**src/sv/sfsd_pkg.sv**
```systemverilog
// Shared types and constants of the sparse feature stream decoder.
// No dependencies; every file but the channel interfaces and the macros header imports it.
package sfsd_pkg;

  // Only word bits [33:0] reach the delta and the flags.
  localparam int ACC_W = 34;
  localparam int STEP_W = 3;
  // Saturation point of the group counter; later groups land above bit 33.
  localparam logic [STEP_W-1:0] STEP_MAX = 3'd5;

  localparam logic [31:0] VALUE_POS_ONE   = 32'h3F80_0000;
  localparam logic [31:0] VALUE_NEG_ONE   = 32'hBF80_0000;
  localparam logic [31:0] WEIGHT_MASK_RST = 32'h0003_FFFF;

  localparam logic [1:0] FLOAT_LAST_BYTE = 2'd3;

  typedef struct packed {
    logic [7:0] data_byte;
    logic       block_start;
  } sfsd_byte_t;

  typedef struct packed {
    logic [31:0] feature_index;
    logic [31:0] feature_value;
    logic        negative_delta;
  } sfsd_result_t;

endpackage

```
**src/sv/sfsd_stream_if.sv**
```systemverilog
// Valid/ready channel interfaces of the sparse feature stream decoder.
// Standalone; the input channel carries bytes, the output channel results.
interface sfsd_in_if;
  logic       valid;
  logic       ready;
  logic [7:0] data_byte;
  logic       block_start;

  modport source (output valid, output data_byte, output block_start, input ready);
  modport sink   (input valid, input data_byte, input block_start, output ready);
endinterface

interface sfsd_out_if;
  logic        valid;
  logic        ready;
  logic [31:0] feature_index;
  logic [31:0] feature_value;
  logic        negative_delta;

  modport source (output valid, output feature_index, output feature_value,
                  output negative_delta, input ready);
  modport sink   (input valid, input feature_index, input feature_value,
                  input negative_delta, output ready);
endinterface

```
**src/sv/sfsd_parse.sv**
```systemverilog
// Varint, float and delta decode with the per-stream state registers.
// Depends on sfsd_pkg; produces at most one result per accepted word.
module sfsd_parse (
  input  logic                  clk,
  input  logic                  rst_n,
  input  logic                  accept,
  input  sfsd_pkg::sfsd_byte_t  in_word,
  input  logic [31:0]           weight_mask,
  output logic                  res_valid,
  output sfsd_pkg::sfsd_result_t res
);
  import sfsd_pkg::*;

  logic [ACC_W-1:0]  acc_r, acc_nxt, acc_cur, acc_w, grp;
  logic [STEP_W-1:0] step_r, step_nxt, step_cur;
  logic              rf_r, rf_nxt, rf_cur;
  logic [1:0]        fcnt_r, fcnt_nxt, fcnt_cur;
  logic [31:0]       fbits_r, fbits_nxt, fbits_cur, fbits_sh;
  logic [31:0]       ridx_r, ridx_nxt, ridx_cur;
  logic [31:0]       pidx_r, pidx_nxt;
  logic              pneg_r, pneg_nxt;
  logic [31:0]       d, mag;
  logic              neg, push;

  always_comb begin
    // A block start drops any partial feature and zeroes the index.
    acc_cur   = in_word.block_start ? '0 : acc_r;
    step_cur  = in_word.block_start ? '0 : step_r;
    rf_cur    = in_word.block_start ? 1'b0 : rf_r;
    fcnt_cur  = in_word.block_start ? '0 : fcnt_r;
    fbits_cur = in_word.block_start ? '0 : fbits_r;
    ridx_cur  = in_word.block_start ? '0 : ridx_r;

    acc_nxt   = acc_cur;
    step_nxt  = step_cur;
    rf_nxt    = rf_cur;
    fcnt_nxt  = fcnt_cur;
    fbits_nxt = fbits_cur;
    ridx_nxt  = ridx_cur;
    pidx_nxt  = pidx_r;
    pneg_nxt  = pneg_r;
    push      = 1'b0;
    res       = '0;

    fbits_sh = 32'(in_word.data_byte) << {fcnt_cur, 3'b000};
    case (step_cur)
      3'd0:    grp = ACC_W'(in_word.data_byte[6:0]);
      3'd1:    grp = ACC_W'(in_word.data_byte[6:0]) << 7;
      3'd2:    grp = ACC_W'(in_word.data_byte[6:0]) << 14;
      3'd3:    grp = ACC_W'(in_word.data_byte[6:0]) << 21;
      3'd4:    grp = ACC_W'(in_word.data_byte[6:0]) << 28;
      default: grp = '0;
    endcase
    acc_w = acc_cur | grp;

    // Zigzag decode of the word shifted right by two.
    d   = acc_w[ACC_W-1:2];
    neg = d[0];
    mag = {1'b0, d[31:1]} ^ {32{neg}};

    if (rf_cur) begin
      fbits_nxt = fbits_cur | fbits_sh;
      if (fcnt_cur == FLOAT_LAST_BYTE) begin
        push                = 1'b1;
        res.feature_index   = pidx_r & weight_mask;
        res.feature_value   = fbits_cur | fbits_sh;
        res.negative_delta  = pneg_r;
        rf_nxt              = 1'b0;
        fcnt_nxt            = '0;
        fbits_nxt           = '0;
      end else begin
        fcnt_nxt = fcnt_cur + 2'd1;
      end
    end else if (in_word.data_byte[7]) begin
      acc_nxt  = acc_w;
      step_nxt = (step_cur < STEP_MAX) ? step_cur + 3'd1 : step_cur;
    end else begin
      acc_nxt            = '0;
      step_nxt           = '0;
      ridx_nxt           = ridx_cur + mag;
      res.feature_index  = (ridx_cur + mag) & weight_mask;
      res.negative_delta = neg;
      if (acc_w[0]) begin
        push              = 1'b1;
        res.feature_value = VALUE_NEG_ONE;
      end else if (acc_w[1]) begin
        // Hold index and flag until the fourth float byte arrives.
        pidx_nxt  = ridx_cur + mag;
        pneg_nxt  = neg;
        rf_nxt    = 1'b1;
        fcnt_nxt  = '0;
        fbits_nxt = '0;
      end else begin
        push              = 1'b1;
        res.feature_value = VALUE_POS_ONE;
      end
    end
  end

  assign res_valid = accept & push;

  always_ff @(posedge clk) begin
    if (!rst_n) begin
      acc_r   <= '0;
      step_r  <= '0;
      rf_r    <= 1'b0;
      fcnt_r  <= '0;
      fbits_r <= '0;
      ridx_r  <= '0;
      pidx_r  <= '0;
      pneg_r  <= 1'b0;
    end else if (accept) begin
      acc_r   <= acc_nxt;
      step_r  <= step_nxt;
      rf_r    <= rf_nxt;
      fcnt_r  <= fcnt_nxt;
      fbits_r <= fbits_nxt;
      ridx_r  <= ridx_nxt;
      pidx_r  <= pidx_nxt;
      pneg_r  <= pneg_nxt;
    end
  end

endmodule

```
**src/sv/sfsd_out_buf.sv**
```systemverilog
// Two-entry result buffer: an output register plus a skid register.
// Depends on sfsd_pkg and sfsd_out_if; keeps input ready while one result waits.
module sfsd_out_buf (
  input  logic                   clk,
  input  logic                   rst_n,
  input  logic                   push,
  input  sfsd_pkg::sfsd_result_t push_data,
  output logic                   can_accept,
  sfsd_out_if.source             out_ch
);
  import sfsd_pkg::*;

  sfsd_result_t main_r, skid_r;
  logic         main_v_r, skid_v_r;
  logic         pop;

  assign pop        = main_v_r & out_ch.ready;
  assign can_accept = !skid_v_r;

  assign out_ch.valid          = main_v_r;
  assign out_ch.feature_index  = main_r.feature_index;
  assign out_ch.feature_value  = main_r.feature_value;
  assign out_ch.negative_delta = main_r.negative_delta;

  always_ff @(posedge clk) begin
    if (!rst_n) begin
      main_v_r <= 1'b0;
      skid_v_r <= 1'b0;
    end else if (pop) begin
      if (skid_v_r) begin
        // Advance the skid word; no push can arrive while skid is full.
        main_v_r <= 1'b1;
        skid_v_r <= 1'b0;
      end else begin
        main_v_r <= push;
      end
    end else if (push) begin
      if (main_v_r) begin
        skid_v_r <= 1'b1;
      end else begin
        main_v_r <= 1'b1;
      end
    end
  end

  always_ff @(posedge clk) begin
    if (pop && skid_v_r) begin
      main_r <= skid_r;
    end else if (push && (pop || !main_v_r)) begin
      main_r <= push_data;
    end
    if (push && main_v_r && !pop) begin
      skid_r <= push_data;
    end
  end

endmodule

```
**src/sv/sparse_feature_stream_decoder.sv**
```systemverilog
// Channel     | Dir | Payload                                        | Handshake
// in_ch       | in  | data_byte[7:0], block_start                    | valid/ready
// out_ch      | out | feature_index[31:0], feature_value[31:0], neg  | valid/ready
// cfg         | in  | cfg_wdata[31:0] -> weight_mask                 | cfg_we
//
// One byte per cycle while ready; a result shows next cycle unless out_ch stalls.
// All decode state updates in the same cycle the byte is accepted.
// Sync active-low reset clears all but buffer data; weight_mask resets to 0x3FFFF.
// in_ch.ready drops only while both entries of the two-deep result buffer are full.
module sparse_feature_stream_decoder (
  input  logic        clk,
  input  logic        rst_n,
  sfsd_in_if.sink     in_ch,
  sfsd_out_if.source  out_ch,
  input  logic        cfg_we,
  input  logic [31:0] cfg_wdata
);
  import sfsd_pkg::*;

  logic [31:0]  weight_mask_r;
  logic         accept, res_valid, can_accept;
  sfsd_byte_t   in_word;
  sfsd_result_t res;

  assign in_ch.ready         = can_accept;
  assign accept              = in_ch.valid & can_accept;
  assign in_word.data_byte   = in_ch.data_byte;
  assign in_word.block_start = in_ch.block_start;

  always_ff @(posedge clk) begin
    if (!rst_n) begin
      weight_mask_r <= WEIGHT_MASK_RST;
    end else if (cfg_we) begin
      weight_mask_r <= cfg_wdata;
    end
  end

  sfsd_parse u_parse (
    .clk         (clk),
    .rst_n       (rst_n),
    .accept      (accept),
    .in_word     (in_word),
    .weight_mask (weight_mask_r),
    .res_valid   (res_valid),
    .res         (res)
  );

  sfsd_out_buf u_out_buf (
    .clk        (clk),
    .rst_n      (rst_n),
    .push       (res_valid),
    .push_data  (res),
    .can_accept (can_accept),
    .out_ch     (out_ch)
  );

endmodule

```
**src/flat_wrapper.sv**
```systemverilog
// flat-port wrapper written by rule: the top's interface ports become plain ports
module sparse_feature_stream_decoder_flat import sfsd_pkg::*;
  (clk, rst_n, cfg_we, cfg_wdata, in_ch_valid, in_ch_data_byte, in_ch_block_start, in_ch_ready, out_ch_valid, out_ch_feature_index, out_ch_feature_value, out_ch_negative_delta, out_ch_ready);
  sfsd_in_if in_ch_i ();
  sfsd_out_if out_ch_i ();
  input  logic clk;
  input  logic rst_n;
  input  logic cfg_we;
  input  logic [31:0] cfg_wdata;
  input wire logic [$bits(in_ch_i.valid)-1:0] in_ch_valid;
  input wire logic [$bits(in_ch_i.data_byte)-1:0] in_ch_data_byte;
  input wire logic [$bits(in_ch_i.block_start)-1:0] in_ch_block_start;
  output wire logic [$bits(in_ch_i.ready)-1:0] in_ch_ready;
  output wire logic [$bits(out_ch_i.valid)-1:0] out_ch_valid;
  output wire logic [$bits(out_ch_i.feature_index)-1:0] out_ch_feature_index;
  output wire logic [$bits(out_ch_i.feature_value)-1:0] out_ch_feature_value;
  output wire logic [$bits(out_ch_i.negative_delta)-1:0] out_ch_negative_delta;
  input wire logic [$bits(out_ch_i.ready)-1:0] out_ch_ready;
  assign in_ch_i.valid = in_ch_valid;
  assign in_ch_i.data_byte = in_ch_data_byte;
  assign in_ch_i.block_start = in_ch_block_start;
  assign in_ch_ready = in_ch_i.ready;
  assign out_ch_valid = out_ch_i.valid;
  assign out_ch_feature_index = out_ch_i.feature_index;
  assign out_ch_feature_value = out_ch_i.feature_value;
  assign out_ch_negative_delta = out_ch_i.negative_delta;
  assign out_ch_i.ready = out_ch_ready;
  sparse_feature_stream_decoder u_core (.clk(clk), .rst_n(rst_n), .in_ch(in_ch_i), .out_ch(out_ch_i), .cfg_we(cfg_we), .cfg_wdata(cfg_wdata));
endmodule
```
**config.mk**
```make
export PLATFORM = sky130hd
export DESIGN_NAME = sparse_feature_stream_decoder_flat
export DESIGN_NICKNAME = d
export VERILOG_FILES = /design/src/sv/sfsd_pkg.sv /design/src/sv/sfsd_stream_if.sv /design/src/sv/sfsd_parse.sv /design/src/sv/sfsd_out_buf.sv /design/src/sv/sparse_feature_stream_decoder.sv /design/src/flat_wrapper.sv
export SDC_FILE = /design/constraint.sdc
export NUM_CORES = 1
export LEC_CHECK = 0
export BUFFER_PORTS_ARGS = -buffer_cell sky130_fd_sc_hd__buf_2
export CORE_ASPECT_RATIO = 1.5
export CORE_MARGIN = 5
export CORE_UTILIZATION = 60
export DETAILED_ROUTE_END_ITERATION = 8
export MAX_ROUTING_LAYER = met4
export PLACE_DENSITY = 0.78
export SYNTH_ARGS = -nofsm -noshare
export SYNTH_HDL_FRONTEND = slang
export SYNTH_SLANG_ARGS = --single-unit
```
**constraint.sdc**
```tcl
create_clock -name clk -period 10.4 [get_ports clk]
set_input_delay 1.56 -clock clk [delete_from_list [all_inputs] [get_ports clk]]
set_output_delay 1.56 -clock clk [all_outputs]
set_load 0.02 [all_outputs]
```
After elaboration in Yosys (flattened, before gate mapping)
Index checks and enable logic that the tools add are counted.

Register bits after elaboration: 301. Input bits: 46. Output and inout bits: 67. Logic and storage cells: 97.

Add/subtract/negate cells: 3. Magnitude comparators: 1. Equality and inequality tests: 5. Shift-type cells: 1. Mux-type cells: 44. Bitwise logic cells: 12. Reductions and logical operators: 14.

Operator list (number): $mux W65 (5); $mux W32 (10); $pmux W34 S5 (1); $mux W34 (3); $and A32 B32 Y32 (2); $or A34 B34 Y34 (1); $add A32 B32 Y32 (1); $or A32 B32 Y32 (1); $shl A8 B5 Y32 (1); $xor A31 B32 Y32 (1); $mux W30 (1); $mux W1 (14); $mux W2 (6); $mux W3 (4); $eq A3 B2 Y1 const B (2); $reduce_and A5 Y1 (1); $logic_and A1 B1 Y1 (4); $not A1 Y1 (4); $reduce_bool A2 Y1 (2); $add A3 B1 Y3 const B (1); $and A1 B1 Y1 (3); $eq A3 B1 Y1 const B (1); $eq A3 B3 Y1 const B (1); $logic_not A1 Y1 (3); 7 further kinds (7).

Logic depth before layout (Yosys ltp)
Gate-level depths: netlist of run 1.

Depth in word-level cells: 12. Gate-level depth with buffers: 20. Depth with buffers taken out: 16.

Hierarchy
Synthesis of run 1 repeated with hierarchy kept, for this count alone.

Cell total of the unflattened synthesis: 1469. Area, all modules: 14813.0 sq um.

By module, submodules not included: sfsd_parse (instances 1, cells each 1149, area each 8620.8 sq um, sequential area each 2742.6 sq um); sfsd_out_buf (instances 1, cells each 216, area each 4996.0 sq um, sequential area each 3943.8 sq um); sparse_feature_stream_decoder (instances 1, cells each 104, area each 1196.1 sq um, sequential area each 640.6 sq um).

Worst setup path before layout of run 1
OpenSTA, ideal clock, no wires.

Path kind: input port to flip-flop. From: in in_ch_data_byte[0]. To: reg u_core.u_out_buf.main_r (netlist bit u_core.u_out_buf.out_ch.feature_index[0]) (enable). Library setup time: 0.578 ns. Data arrival time: 7.262 ns. Data required time: 9.822 ns. Slack: 2.560 ns. Stages: 8. Buffers on the path: 1. Cell sequence: clkbuf_1 -> nand2_1 -> a32oi_1 -> a2bb2oi_1 -> nand2_1 -> nand2_1 -> nand2_1 -> o21ai_0.

Longest elaborated chain between the ends: 8.

Ends and longest elaborated chain: start: declaration (RTL line flat_wrapper.sv:11) `input wire logic [$bits(in_ch_i.data_byte)-1:0] in_ch_data_byte;`; $pmux W34 S5 (RTL line sfsd_parse.sv:46) `case (step_cur)`; $or A34 B34 Y34 (RTL line sfsd_parse.sv:54) `acc_w = acc_cur | grp;`; $mux W1 (RTL line sfsd_parse.sv:83) `if (acc_w[0]) begin`; $mux W1 (RTL line sfsd_parse.sv:74) `end else if (in_word.data_byte[7]) begin`; $mux W1 (RTL line sfsd_parse.sv:61) `if (rf_cur) begin`; $and A1 B1 Y1 (RTL line sfsd_parse.sv:100) `assign res_valid = accept & push;`; $logic_and A1 B1 Y1 (RTL line sfsd_out_buf.sv:49) `end else if (push && (pop || !main_v_r)) begin`; $reduce_bool A2 Y1 (no line); end signal: assignment (RTL line sfsd_out_buf.sv:48) `main_r <= skid_r;`; end signal: assignment (RTL line sfsd_out_buf.sv:50) `main_r <= push_data;`; end: declaration (RTL line sfsd_out_buf.sv:13) `sfsd_result_t main_r, skid_r;`.

No other way between the ends. A chain may end at the register's enable or synchronous reset.

Worst setup path after layout of run 1
From: in in_ch_block_start. To: reg u_core.u_out_buf.main_r (netlist bit u_core.u_out_buf.out_ch.feature_index[30]) (data pin).

Longest elaborated chain between the ends: 11. Elaborated cells on any way between the ends: 21. Classes of those cells: 1 x add/sub; 5 x eq/ne; 11 x mux; 3 x bitwise; 1 x reduce/logical.

Ends and longest elaborated chain: start: declaration (RTL line flat_wrapper.sv:12) `input wire logic [$bits(in_ch_i.block_start)-1:0] in_ch_block_start;`; $mux W3 (RTL line sfsd_parse.sv:28) `step_cur = in_word.block_start ? '0 : step_r;`; $eq A3 B3 Y1 (tied with other cells) (RTL line sfsd_parse.sv:46); $pmux W34 S5 (RTL line sfsd_parse.sv:46); $or A34 B34 Y34 (RTL line sfsd_parse.sv:54); $xor A31 B32 Y32 (RTL line sfsd_parse.sv:59) `mag = {1'b0, d[31:1]} ^ {32{neg}};`; $add A32 B32 Y32 (RTL line sfsd_parse.sv:81) `res.feature_index = (ridx_cur + mag) & weight_mask;`; $and A32 B32 Y32 (RTL line sfsd_parse.sv:81); $mux W65 (RTL line sfsd_parse.sv:74); $mux W65 (*) (RTL line sfsd_parse.sv:61); $mux W65 (*) (RTL line sfsd_out_buf.sv:49); $mux W65 (*) (RTL line sfsd_out_buf.sv:47) `if (pop && skid_v_r) begin`.

Every way passes the cells marked *; elsewhere a longest branch is shown, timed or not. The select of a mux whose other input is x is not followed.

==> results of run 1 <==
==> through the flow <==
stage          util (%)  setup slack [ns]  hold slack (ns)  total power, mW  instances
3_5_place_dp      63.68             3.945           0.4475            1.640       1807
3_3_place_gp      63.68             4.167           0.4397            1.635       1807
2_1_floorplan         -             2.560           0.4173            1.538       1466
5_1_grt           67.27             4.138           0.4789            2.664       1859
4_1_cts           67.27             4.498           0.4590            2.584       1859
6_report          67.27             4.395           0.4576            2.575       1859
==> worst max-delay path, stage by stage <==
cell	delay (ns)
sky130_fd_sc_hd__buf_2	0.10
sky130_fd_sc_hd__buf_4	0.27
sky130_fd_sc_hd__inv_2	0.12
sky130_fd_sc_hd__buf_4	0.60
sky130_fd_sc_hd__nand2_1	0.15
sky130_fd_sc_hd__nor3_1	0.72
sky130_fd_sc_hd__a22oi_1	0.18
sky130_fd_sc_hd__xnor2_1	0.18
sky130_fd_sc_hd__ha_1	0.42
sky130_fd_sc_hd__a211oi_1	0.32
sky130_fd_sc_hd__o21ai_0	0.20
sky130_fd_sc_hd__a41oi_1	0.30
sky130_fd_sc_hd__o21a_1	0.15
sky130_fd_sc_hd__o31a_1	0.22
sky130_fd_sc_hd__o21ai_1	0.13
sky130_fd_sc_hd__a31oi_1	0.22
sky130_fd_sc_hd__xor2_1	0.28
sky130_fd_sc_hd__o21ai_0	0.13
==> power groups by stage <==
| stage | clock [mW] | combinational [mW] | sequential (mW) |
|---|---|---|---|
| finish | 0.956 | 0.328 | 1.29 |
| global route | 1.02 | 0.354 | 1.29 |
| CTS | 0.967 | 0.327 | 1.29 |
| detailed placement | 0 | 0.324 | 1.32 |
| global placement | 0 | 0.320 | 1.31 |
| floorplan | 0 | 0.211 | 1.33 |
==> sequential cells by signal, indices dropped and copies added, names as in the netlist <==
register and flops:
u_core.u_parse.fbits_r 32, u_core.u_out_buf.out_ch.negative_delta 1, u_core.u_out_buf.out_ch.valid 1, u_core.u_parse.pidx_r 32
u_core.u_parse.acc_r 34, u_core.u_parse.step_r 3, u_core.weight_mask_r 32, u_core.u_parse.rf_r 1
u_core.u_parse.fcnt_r 2, u_core.u_out_buf.skid_v_r 1, u_core.u_parse.pneg_r 1, u_core.u_out_buf.skid_r 65
u_core.u_parse.ridx_r 32, u_core.u_out_buf.out_ch.feature_value 32, u_core.u_out_buf.out_ch.feature_index 32
==> final cells by class <==
cell class | instances | area (um^2)
inverters | 17 | 65.06
clock buffers | 35 | 747.0
fillers | 1927 | 7742
repair buffers | 132 | 710.7
multi-input cells | 1038 | 6563
well taps | 319 | 399.1
flip-flops and latches | 301 | 7327
clock inverters | 17 | 101.3
==> layout by cell type, fill, tap and decap left out, types with 22 or more instances in the layout <==
master,Yosys,routed
sky130_fd_sc_hd__buf_2,11,112
sky130_fd_sc_hd__ha_1,33,33
sky130_fd_sc_hd__a22oi_1,141,141
sky130_fd_sc_hd__a22o_1,27,26
sky130_fd_sc_hd__nor2_1,186,184
sky130_fd_sc_hd__clkbuf_16,0,28
sky130_fd_sc_hd__a32o_1,22,22
sky130_fd_sc_hd__o21ai_0,41,40
sky130_fd_sc_hd__dfxtp_1,171,171
sky130_fd_sc_hd__mux2i_1,35,35
sky130_fd_sc_hd__edfxtp_1,130,130
sky130_fd_sc_hd__nand2_1,173,173
sky130_fd_sc_hd__a21oi_1,62,62
sky130_fd_sc_hd__xnor2_1,41,41
sky130_fd_sc_hd__nor2b_1,62,62
==> layer usage <==
layer  vias to the layer above  wire length, um  global-route usage (%)
li1                       5430                -                       -
met1                      5423            13890                   31.00
met2                       442            19410                   48.19
met3                       126             1851                   2.494
met4                         0             2224                   14.64
met5                         -                0                       -
==> logic make-up after synthesis <==
kind of cell    Yosys count  synth area share, %
mux                      50                3.620
xor+xnor                 55                3.410
buf+inv                 127                3.428
fa+ha+maj                34                3.018
simple gates            506                15.63
compound gates          393                19.82
flops                   301                51.08
==> path summary, 6_finish.rpt <==
check | startpoint | end | slack (ns) | cells past startpoint
hold reg to reg | u_core.u_parse.ridx_r[31]$_SDFFE_PN0P_ | u_core.u_parse.ridx_r[31]$_SDFFE_PN0P_ | 0.46 | 2
setup reg to reg | u_core.u_parse.step_r[0]$_SDFFE_PN0P_ | u_core.u_out_buf.skid_r[61]$_DFFE_PP_ | 5.47 | 16
setup / recovery | in_ch_block_start | u_core.u_out_buf.out_ch.feature_index[30]$_DFFE_PP_ | 4.39 | 18
hold / removal | u_core.u_parse.ridx_r[31]$_SDFFE_PN0P_ | u_core.u_parse.ridx_r[31]$_SDFFE_PN0P_ | 0.46 | 2
==> run_results.csv, run 1 <==
group,metric,value,unit
outcome,run_status,"complete, no violations",
grt,antenna_found_initial,0,
die,floorplan.io_pins,113,
power_and_ir_drop,static-leakage-power,6.046,nW
detailed_routing,drc_errors,0,
grt,grt_max_degree,84,
synthesis,synthFlopType,"sky130_fd_sc_hd__dfxtp_1",
critical_path,setup_cp_type,"in -> reg",
worst_hold_path,hp-class,"reg -> reg",
place,place_area,15060,um^2
power_and_ir_drop,seq_power_share,50.1,%
synthesis,yosys_warnings,0,
synthesis,netlist_instances,1466,
final_layout,areaGrowthSynthToFinish,10.93,%
critical_path,timing.critical_path.fanout_max,72,
grt,track_usage,27.50,%
power_and_ir_drop,power.share.combinational,12.7,%
detailed_routing,detailedRoute.firstIterationViolations,967,
timing,timing.slew.headroom,3.413,%
timing,max_freq,166.5,MHz
synthesis,post_synth_top_area_cell,"sky130_fd_sc_hd__edfxtp_1",
synthesis,ys_async_sr_fraction,0,%
timing,setup_viol,0,
die,floorplan.die.height,199.4,um
power_and_ir_drop,power-per-cell-area,161.8,nW/um^2
synthesis,synthesis.area_per_instance,9.785,um^2
final_layout,drive_above_1_share,13.96,%
clock_tree,cts_sinks,301,
timing,grt_setup_unrepaired,"false",
clock_tree,ctsHoldBuffers,0,
place,hpwl,24.92,mm
detailed_routing,final_antenna_net_count,0,
timing,fin_setup_tns,0,ns
synthesis,synth_most_common_cell,"sky130_fd_sc_hd__nor2_1",
die,num_rows,69,
place,place.port_buffers,112,
timing,final_clock_skew,0.01411,ns
power_and_ir_drop,net_sw_share,26.48,%
final_layout,antennaDiodeCount,0,
clock_tree,cts_made_buffers,28,
detailed_routing,num_vias,11420,
clock_tree,cts.root.buffer_cell,"sky130_fd_sc_hd__clkbuf_16",
clock_tree,clk_pin_slew_worst_paths,0.06,ns
synthesis,synth.cell_area,14350,um^2
grt,grt_first_pass_wirelength,57.50,mm
run,timing.max_cap.violations,0,
detailed_routing,viasPerCell,6.144,
critical_path,timing.critical_path.arrival,6.29,ns
power_and_ir_drop,switching_power,0.6817,mW
final_layout,final_cell_area,15910,um^2
detailed_routing,drt_pre_antenna_iters,6,
clock_tree,ctsResizeCount,0,
clock_tree,cts_setup_buffers,0,
synthesis,synth.ff_latch_count,301,
synthesis,synth.net_count,1546,
clock_tree,tritoncts_clock_tree,"built",
power_and_ir_drop,p_int,1.893,mW
synthesis,synth-seq-area-share,51.08,%
die,die_w,136.3,um
place,final_weighted_congestion_of_routability_driven_global_placement,1.047,
power_and_ir_drop,power.ir.vdd_worst,0.1717,mV
synthesis,synth_enable_flop_cells,130,
detailed_routing,postRouteWirelength,37.37,mm
die,floorplan.initialDensity,60.64,%
synthesis,synth_top_area_share,27.21,%
timing,final.min_clock_period,6.005,ns
timing,final_max_slew_viol_count,0,
detailed_routing,wl_per_cell,20.10,um
synthesis,synth.area.top_cells,"sky130_fd_sc_hd__edfxtp_1 27%, sky130_fd_sc_hd__dfxtp_1 24%, sky130_fd_sc_hd__a22oi_1 7.4%",
grt,final_global_route_overflow_total,0,
critical_path,start_kind,"input pin",
grt,via_count_of_the_first_global_routing_pass,10950,
timing,post-route-period-util,57.74,%
die,core_area,23660,um^2
die,dieArea,27160,um^2
power_and_ir_drop,pwr-share-clk,37.1,%
timing,final_hold_viol_count,0,
critical_path,cp_data_required_time,10.69,ns
timing,max_slew.worst_pin.slew,1.436,ns
synthesis,post_synth_most_frequent_cells,"186 x sky130_fd_sc_hd__nor2_1, 173 x sky130_fd_sc_hd__nand2_1, 171 x sky130_fd_sc_hd__dfxtp_1",
critical_path,endpoint_kind,"flip-flop",
final_layout,fin_nets,1598,
synthesis,ys_types,70,
clock_tree,cts.path.max_buffers,3,
clock_tree,cts_max_level,1,
clock_tree,worstSkewPairLatency,0.55,ns
Power figures use the tool's default switching activity.
==> run 2, diff against run 1 <==
Clock period 10.4 ns to 5.8 ns, I/O delays scaled along.
==> run 2 against run 1 <==
Final area rose by 1.3%. Count of clock-buffer cells in the layout shrank 3. Combinational power increased by 86%. Flip-flop and latch count unchanged. Highest routed layer unchanged. Hold slack worse by 0.013 ns. Routed wire length increased by 2.4%. Setup slack got worse by 3.1 ns. Clock power is 90% higher. Critical endpoint is now u_core.u_out_buf.skid_r[61]$_DFFE_PP_. Global-route usage increased by 1.5 points. Sequential share of layout area fell by 0.61 points.
==> run_results.csv, run 2 (same netlist as run 1, synthesis figures left out) <==
group,metric,value,unit
outcome,run_status,"complete, no violations",
detailed_routing,postRouteWirelength,38.28,mm
final_layout,layout.cells.most_common,"sky130_fd_sc_hd__nor2_1",
die,num_rows,69,
clock_tree,cts.root.buffer_cell,"sky130_fd_sc_hd__clkbuf_16",
final_layout,registers.top_by_ff_count,"u_core.u_out_buf.skid_r",
detailed_routing,drc_errors,0,
critical_path,cp_data_required_time,6.11,ns
clock_tree,cts_setup_buffers,0,
final_layout,areaGrowthSynthToFinish,12.42,%
power_and_ir_drop,power-per-cell-area,294.2,nW/um^2
final_layout,final_util,68.17,%
final_layout,layout.cells.non_filler,1875,
detailed_routing,drt_pre_antenna_iters,7,
clock_tree,ctsResizeCount,0,
critical_path,endpoint_kind,"flip-flop",
place,final_weighted_congestion_of_routability_driven_global_placement,1.012,
grt,final_global_route_overflow_total,0,
clock_tree,ctsHoldBuffers,0,
detailed_routing,final_antenna_net_count,0,
final_layout,drive_above_1_share,15.10,%
clock_tree,worstSkewPairLatency,0.57,ns
critical_path,setup_cp_type,"reg -> reg",
clock_tree,cts_max_level,1,
die,dieArea,27160,um^2
final_layout,antennaDiodeCount,0,
die,floorplan.die.height,199.4,um
clock_tree,cts_sinks,301,
grt,track_usage,28.96,%
final_layout,layout.filler_cells,1880,
timing,final_clock_skew,0.02904,ns
timing,max_freq,221.7,MHz
timing,final_hold_viol_count,0,
detailed_routing,viasPerCell,6.212,
grt,antenna_found_initial,0,
timing,max_slew.worst_pin.slew,1.282,ns
detailed_routing,num_vias,11650,
place,place.port_buffers,112,
timing,fin_setup_tns,0,ns
place,hpwl,26.13,mm
timing,setup_viol,0,
critical_path,timing.critical_path.arrival,4.82,ns
die,floorplan.io_pins,113,
timing,post-route-period-util,77.78,%
critical_path,start_kind,"flip-flop",
grt,grt_max_degree,57,
worst_hold_path,hp-class,"reg -> reg",
timing,timing.slew.headroom,13.77,%
timing,final.min_clock_period,4.511,ns
clock_tree,tritoncts_clock_tree,"built",
clock_tree,cts_made_buffers,28,
place,placed_cells_incl_taps,1823,
grt,via_count_of_the_first_global_routing_pass,11460,
timing,grt_setup_unrepaired,"false",
critical_path,timing.critical_path.fanout_max,12,
run,timing.max_cap.violations,0,
final_layout,fin_nets,1614,
power_and_ir_drop,power.ir.vdd_worst,0.3215,mV
final_layout,final_cell_mix,"185 x sky130_fd_sc_hd__nor2_1, 173 x sky130_fd_sc_hd__nand2_1, 171 x sky130_fd_sc_hd__dfxtp_1",
die,floorplan.initialDensity,60.64,%
power_and_ir_drop,static-leakage-power,6.168,nW
die,die_w,136.3,um
timing,final_max_slew_viol_count,0,
die,core_area,23660,um^2
detailed_routing,wl_per_cell,20.42,um
final_layout,biggestRegsByFlops,"u_core.u_out_buf.skid_r (65), u_core.u_parse.acc_r (34)",
clock_tree,clk_pin_slew_worst_paths,0.07,ns
final_layout,largest_register_ffs,65,
detailed_routing,detailedRoute.firstIterationViolations,1135,
clock_tree,cts.path.max_buffers,3,
grt,grt_first_pass_wirelength,60.71,mm
[run 2: cell types whose count changed in the layout (fill, tap and decap cells not counted)]
cell and delta:
sky130_fd_sc_hd__buf_4 +13, sky130_fd_sc_hd__clkbuf_1 -3, sky130_fd_sc_hd__clkinv_4 +1, sky130_fd_sc_hd__bufinv_16 +2
sky130_fd_sc_hd__clkinv_1 -2, sky130_fd_sc_hd__inv_6 +1, sky130_fd_sc_hd__clkinv_2 +1, sky130_fd_sc_hd__nor2_4 -1
sky130_fd_sc_hd__nor2_1 +1, sky130_fd_sc_hd__buf_12 +3
[run 2: path summary, 6_finish.rpt]
| kind | start | endpoint | slack (ns) | cells after the start |
|---|---|---|---|---|
| setup / recovery | u_core.u_parse.step_r[1]$_SDFFE_PN0P_ | u_core.u_out_buf.skid_r[61]$_DFFE_PP_ | 1.29 | 16 |
| hold / removal | u_core.u_parse.ridx_r[30]$_SDFFE_PN0P_ | u_core.u_parse.ridx_r[30]$_SDFFE_PN0P_ | 0.44 | 2 |
| setup reg to reg | u_core.u_parse.step_r[1]$_SDFFE_PN0P_ | u_core.u_out_buf.skid_r[61]$_DFFE_PP_ | 1.29 | 16 |
| hold reg to reg | u_core.u_parse.ridx_r[30]$_SDFFE_PN0P_ | u_core.u_parse.ridx_r[30]$_SDFFE_PN0P_ | 0.44 | 2 |
[run 2: per-layer routing]
metal  routed length, um  vias to the layer above  GRT usage (%)
li1                    -                     5461              -
met1               14210                     5604          32.99
met2               19780                      464          50.34
met3                2097                      119          2.746
met4                2190                        0          15.28
met5                   0                        -              -
[run 2: worst max-delay path, cell delays in order (launching register included)]
cell                        delay (ns)
sky130_fd_sc_hd__dfxtp_1          0.52
sky130_fd_sc_hd__nor3_2           0.09
sky130_fd_sc_hd__or2_2            0.35
sky130_fd_sc_hd__a22o_2           0.37
sky130_fd_sc_hd__xnor2_1          0.23
sky130_fd_sc_hd__ha_1             0.19
sky130_fd_sc_hd__inv_1            0.06
sky130_fd_sc_hd__fa_1             0.45
sky130_fd_sc_hd__and2b_1          0.25
sky130_fd_sc_hd__o2111ai_2        0.16
sky130_fd_sc_hd__a21oi_2          0.24
sky130_fd_sc_hd__o31ai_4          0.13
sky130_fd_sc_hd__o31a_1           0.35
sky130_fd_sc_hd__o311a_1          0.39
sky130_fd_sc_hd__xor2_1           0.23
sky130_fd_sc_hd__nor2_1           0.07
sky130_fd_sc_hd__o21a_1           0.19
[run 2: area by class of cell]
cell class	instances	area [um^2]	share of cell area, %
Sequential cell	301	7327	45.43
Multi-Input combinational cell	1038	6555	40.65
Timing Repair Buffer	148	868.3	5.384
Clock buffer	32	735.7	4.562
Tap cell	319	399.1	2.475
Clock inverter	20	176.4	1.094
Inverter	17	65.06	0.4034
[run 2: where the power goes]
part | leakage (nW) | switching, mW | internal (mW)
Clock | 0.448 | 0.816 | 1.01
Combinational | 3.14 | 0.401 | 0.208
Sequential | 2.58 | 0.0346 | 2.28
Total | 6.17 | 1.25 | 3.49
[run 2: per-stage QoR]
step                      cell area, um^2  hold slack [ns]  power [mW]  setup slack (ns)
after global routing                16130           0.4812       4.910             1.038
after global placement              15210           0.4284       2.944            0.9694
after detailed placement            15210           0.4341       2.957            0.9048
after floorplan                     14350           0.4173       2.756            0.4071
final                               16130           0.4444       4.744             1.289
after CTS                           16130           0.4490       4.763             1.307
==> run 3, diff against run 2 <==
Settings changed: CORE_UTILIZATION 60 to 54, PLACE_DENSITY 0.78 to 0.74.
Clock period 5.8 ns to 4 ns, I/O delays scaled along.
==> run 3 against run 2 <==
Highest routed layer unchanged. Clock skew is 0.021 ns lower. Core utilization is 3.4 points lower. Hold slack worse by 0.18 ns. Global-route usage is 2.4 points lower. Critical path depth stayed put. Count of clock-buffer cells in the layout is 9 higher. Clock power is 49% higher. Routed wire length is 3.4% higher. Sequential share of layout area is 2.6 points lower. Combinational power is 66% higher. Power is 49% higher. Register-to-register slack worse by 1.2 ns.
==> run_results.csv, run 3 (same netlist as run 1, synthesis figures left out) <==
group,metric,value,unit
outcome,run_status,"complete, no violations",
final_layout,layout.filler_cells,2132,
worst_hold_path,hp-class,"in -> reg",
critical_path,cp_data_required_time,4.31,ns
timing,final_max_slew_viol_count,0,
final_layout,areaGrowthSynthToFinish,19.21,%
power_and_ir_drop,power-per-cell-area,414.7,nW/um^2
run,timing.max_cap.violations,0,
place,hpwl,28.05,mm
detailed_routing,drt_pre_antenna_iters,6,
die,dieArea,29990,um^2
place,place_area,16100,um^2
grt,grt_first_pass_wirelength,62.30,mm
die,core_area,26400,um^2
clock_tree,cts_max_level,1,
final_layout,drive_above_1_share,21.48,%
final_layout,final_cell_area,17100,um^2
grt,grt_most_used_layer,"met2",
timing,timing.final.ws_setup,0.1376,ns
power_and_ir_drop,power.ir.vdd_worst,0.3890,mV
critical_path,timing.critical_path.fanout_max,6,
detailed_routing,wl_per_cell,19.70,um
timing,final.min_clock_period,3.862,ns
timing,final_clock_skew,0.008103,ns
die,floorplan.io_pins,113,
detailed_routing,drc_errors,0,
clock_tree,tritoncts_clock_tree,"built",
grt,final_global_route_overflow_total,0,
detailed_routing,final_antenna_net_count,0,
clock_tree,worstSkewPairLatency,0.55,ns
critical_path,crit_path_top_delay_cell,"sky130_fd_sc_hd__dfxtp_2",
clock_tree,ctsHoldBuffers,0,
final_layout,biggestRegsByFlops,"u_core.u_out_buf.skid_r (65), u_core.u_parse.acc_r (34)",
place,place.port_buffers,112,
timing,setup_viol,0,
clock_tree,cts.path.max_buffers,3,
power_and_ir_drop,static-leakage-power,6.748,nW
timing,fin_setup_tns,0,ns
final_layout,final_util,64.78,%
place,final_weighted_congestion_of_routability_driven_global_placement,0.9486,
final_layout,fin_nets,1729,
clock_tree,cts_made_buffers,28,
final_layout,layout.cells.most_common,"sky130_fd_sc_hd__nor2_1",
critical_path,critical-path-max-stage-delay,0.39,ns
critical_path,endpoint_kind,"flip-flop",
detailed_routing,detailedRoute.firstIterationViolations,912,
timing,timing.slew.headroom,15.14,%
timing,max_freq,258.9,MHz
die,floorplan.initialDensity,54.34,%
clock_tree,cts_sinks,301,
place,placed_cells_incl_taps,1955,
critical_path,start_kind,"flip-flop",
power_and_ir_drop,total_power,7.092,mW
grt,antenna_found_initial,0,
clock_tree,clk_pin_slew_worst_paths,0.07,ns
grt,via_count_of_the_first_global_routing_pass,11940,
detailed_routing,postRouteWirelength,39.58,mm
grt,groute.layer.met2.usage,46.43,%
die,num_rows,73,
final_layout,registers.top_by_ff_count,"u_core.u_out_buf.skid_r",
grt,grt_max_degree,68,
place,dp_slack,-0.1722,ns
final_layout,final_cell_mix,"185 x sky130_fd_sc_hd__nor2_1, 173 x sky130_fd_sc_hd__nand2_1, 170 x sky130_fd_sc_hd__dfxtp_1",
die,die_w,143.1,um
critical_path,setup_cp_type,"reg -> reg",
timing,final_hold_viol_count,0,
final_layout,largest_register_ffs,65,
grt,met1_grt_util,29.73,%
final_layout,layout.cells.non_filler,2009,
detailed_routing,num_vias,11910,
timing,hold_slack,0.2638,ns
grt,global_route.usage.met3,2.849,%
clock_tree,cts.root.buffer_cell,"sky130_fd_sc_hd__clkbuf_16",
detailed_routing,viasPerCell,5.926,
die,floorplan.die.height,209.6,um
critical_path,timing.critical_path.arrival,4.17,ns
critical_path,critical_path.cell_chain,"nor3_2 -> or2_4 -> a22o_4 -> xnor2_2 -> ha_2 -> inv_2 -> fa_2 -> and2b_1 -> o2111ai_2 -> a21oi_2 -> o31ai_4 -> o31a_1 -> o311a_1 -> xor2_2 -> nor2_1 -> o21a_1",
timing,post-route-period-util,96.56,%
timing,max_slew.worst_pin.slew,1.261,ns
grt,track_usage,26.57,%
[run 3: final timing paths]
path | startpoint | end | slack (ns) | cells past startpoint
max | u_core.u_parse.step_r[2]$_SDFFE_PN0P_ | u_core.u_out_buf.skid_r[61]$_DFFE_PP_ | 0.14 | 16
min | cfg_wdata[8] | u_core.weight_mask_r[8]$_SDFFE_PN1P_ | 0.26 | 3
max reg2reg | u_core.u_parse.step_r[2]$_SDFFE_PN0P_ | u_core.u_out_buf.skid_r[61]$_DFFE_PP_ | 0.14 | 16
min reg2reg | u_core.u_parse.ridx_r[29]$_SDFFE_PN0P_ | u_core.u_parse.ridx_r[29]$_SDFFE_PN0P_ | 0.45 | 2
[run 3: timing repair]
action | in CTS | in global routing
gates resized for setup | 1 | 11
pin swaps | 3 | 7
setup endpoints to repair | 1 | 20
buffers inserted | 0 | 1
[run 3: power breakdown]
| group | internal, mW | switching (mW) | leakage, nW |
|---|---|---|---|
| sequential | 3.30 | 0.0514 | 2.58 |
| clock | 1.59 | 1.13 | 0.458 |
| combinational | 0.413 | 0.601 | 3.71 |
| total | 5.31 | 1.78 | 6.75 |
[run 3: cell type report]
cell class | count | area, um^2 | share of cell area [%]
clock buffer | 41 | 810.8 | 4.741
inverter | 17 | 65.06 | 0.3805
tap | 337 | 421.7 | 2.466
clock inverter | 11 | 128.9 | 0.7536
timing repair buffer | 263 | 1723 | 10.08
sequential | 301 | 7328 | 42.85
antenna | 1 | 2.502 | 0.01463
multi-input combinational | 1038 | 6620 | 38.71
[run 3: worst max-delay path: cells and delay by family (launching register included)]
kind,cells,cell delay [ns]
adders and majority gates,2,0.57
buffers and inverters,1,0.04
AOI/OAI and AO/OA,7,1.64
DFF,1,0.39
xor gates and xnor gates,2,0.31
and+or+nand+nor,4,0.67
[run 3: layer usage]
layer | vias to the layer above | routed length, um
met5 | - | 0
li1 | 5695 | -
met1 | 5736 | 15250
met2 | 368 | 20440
met4 | 0 | 2195
met3 | 106 | 1705
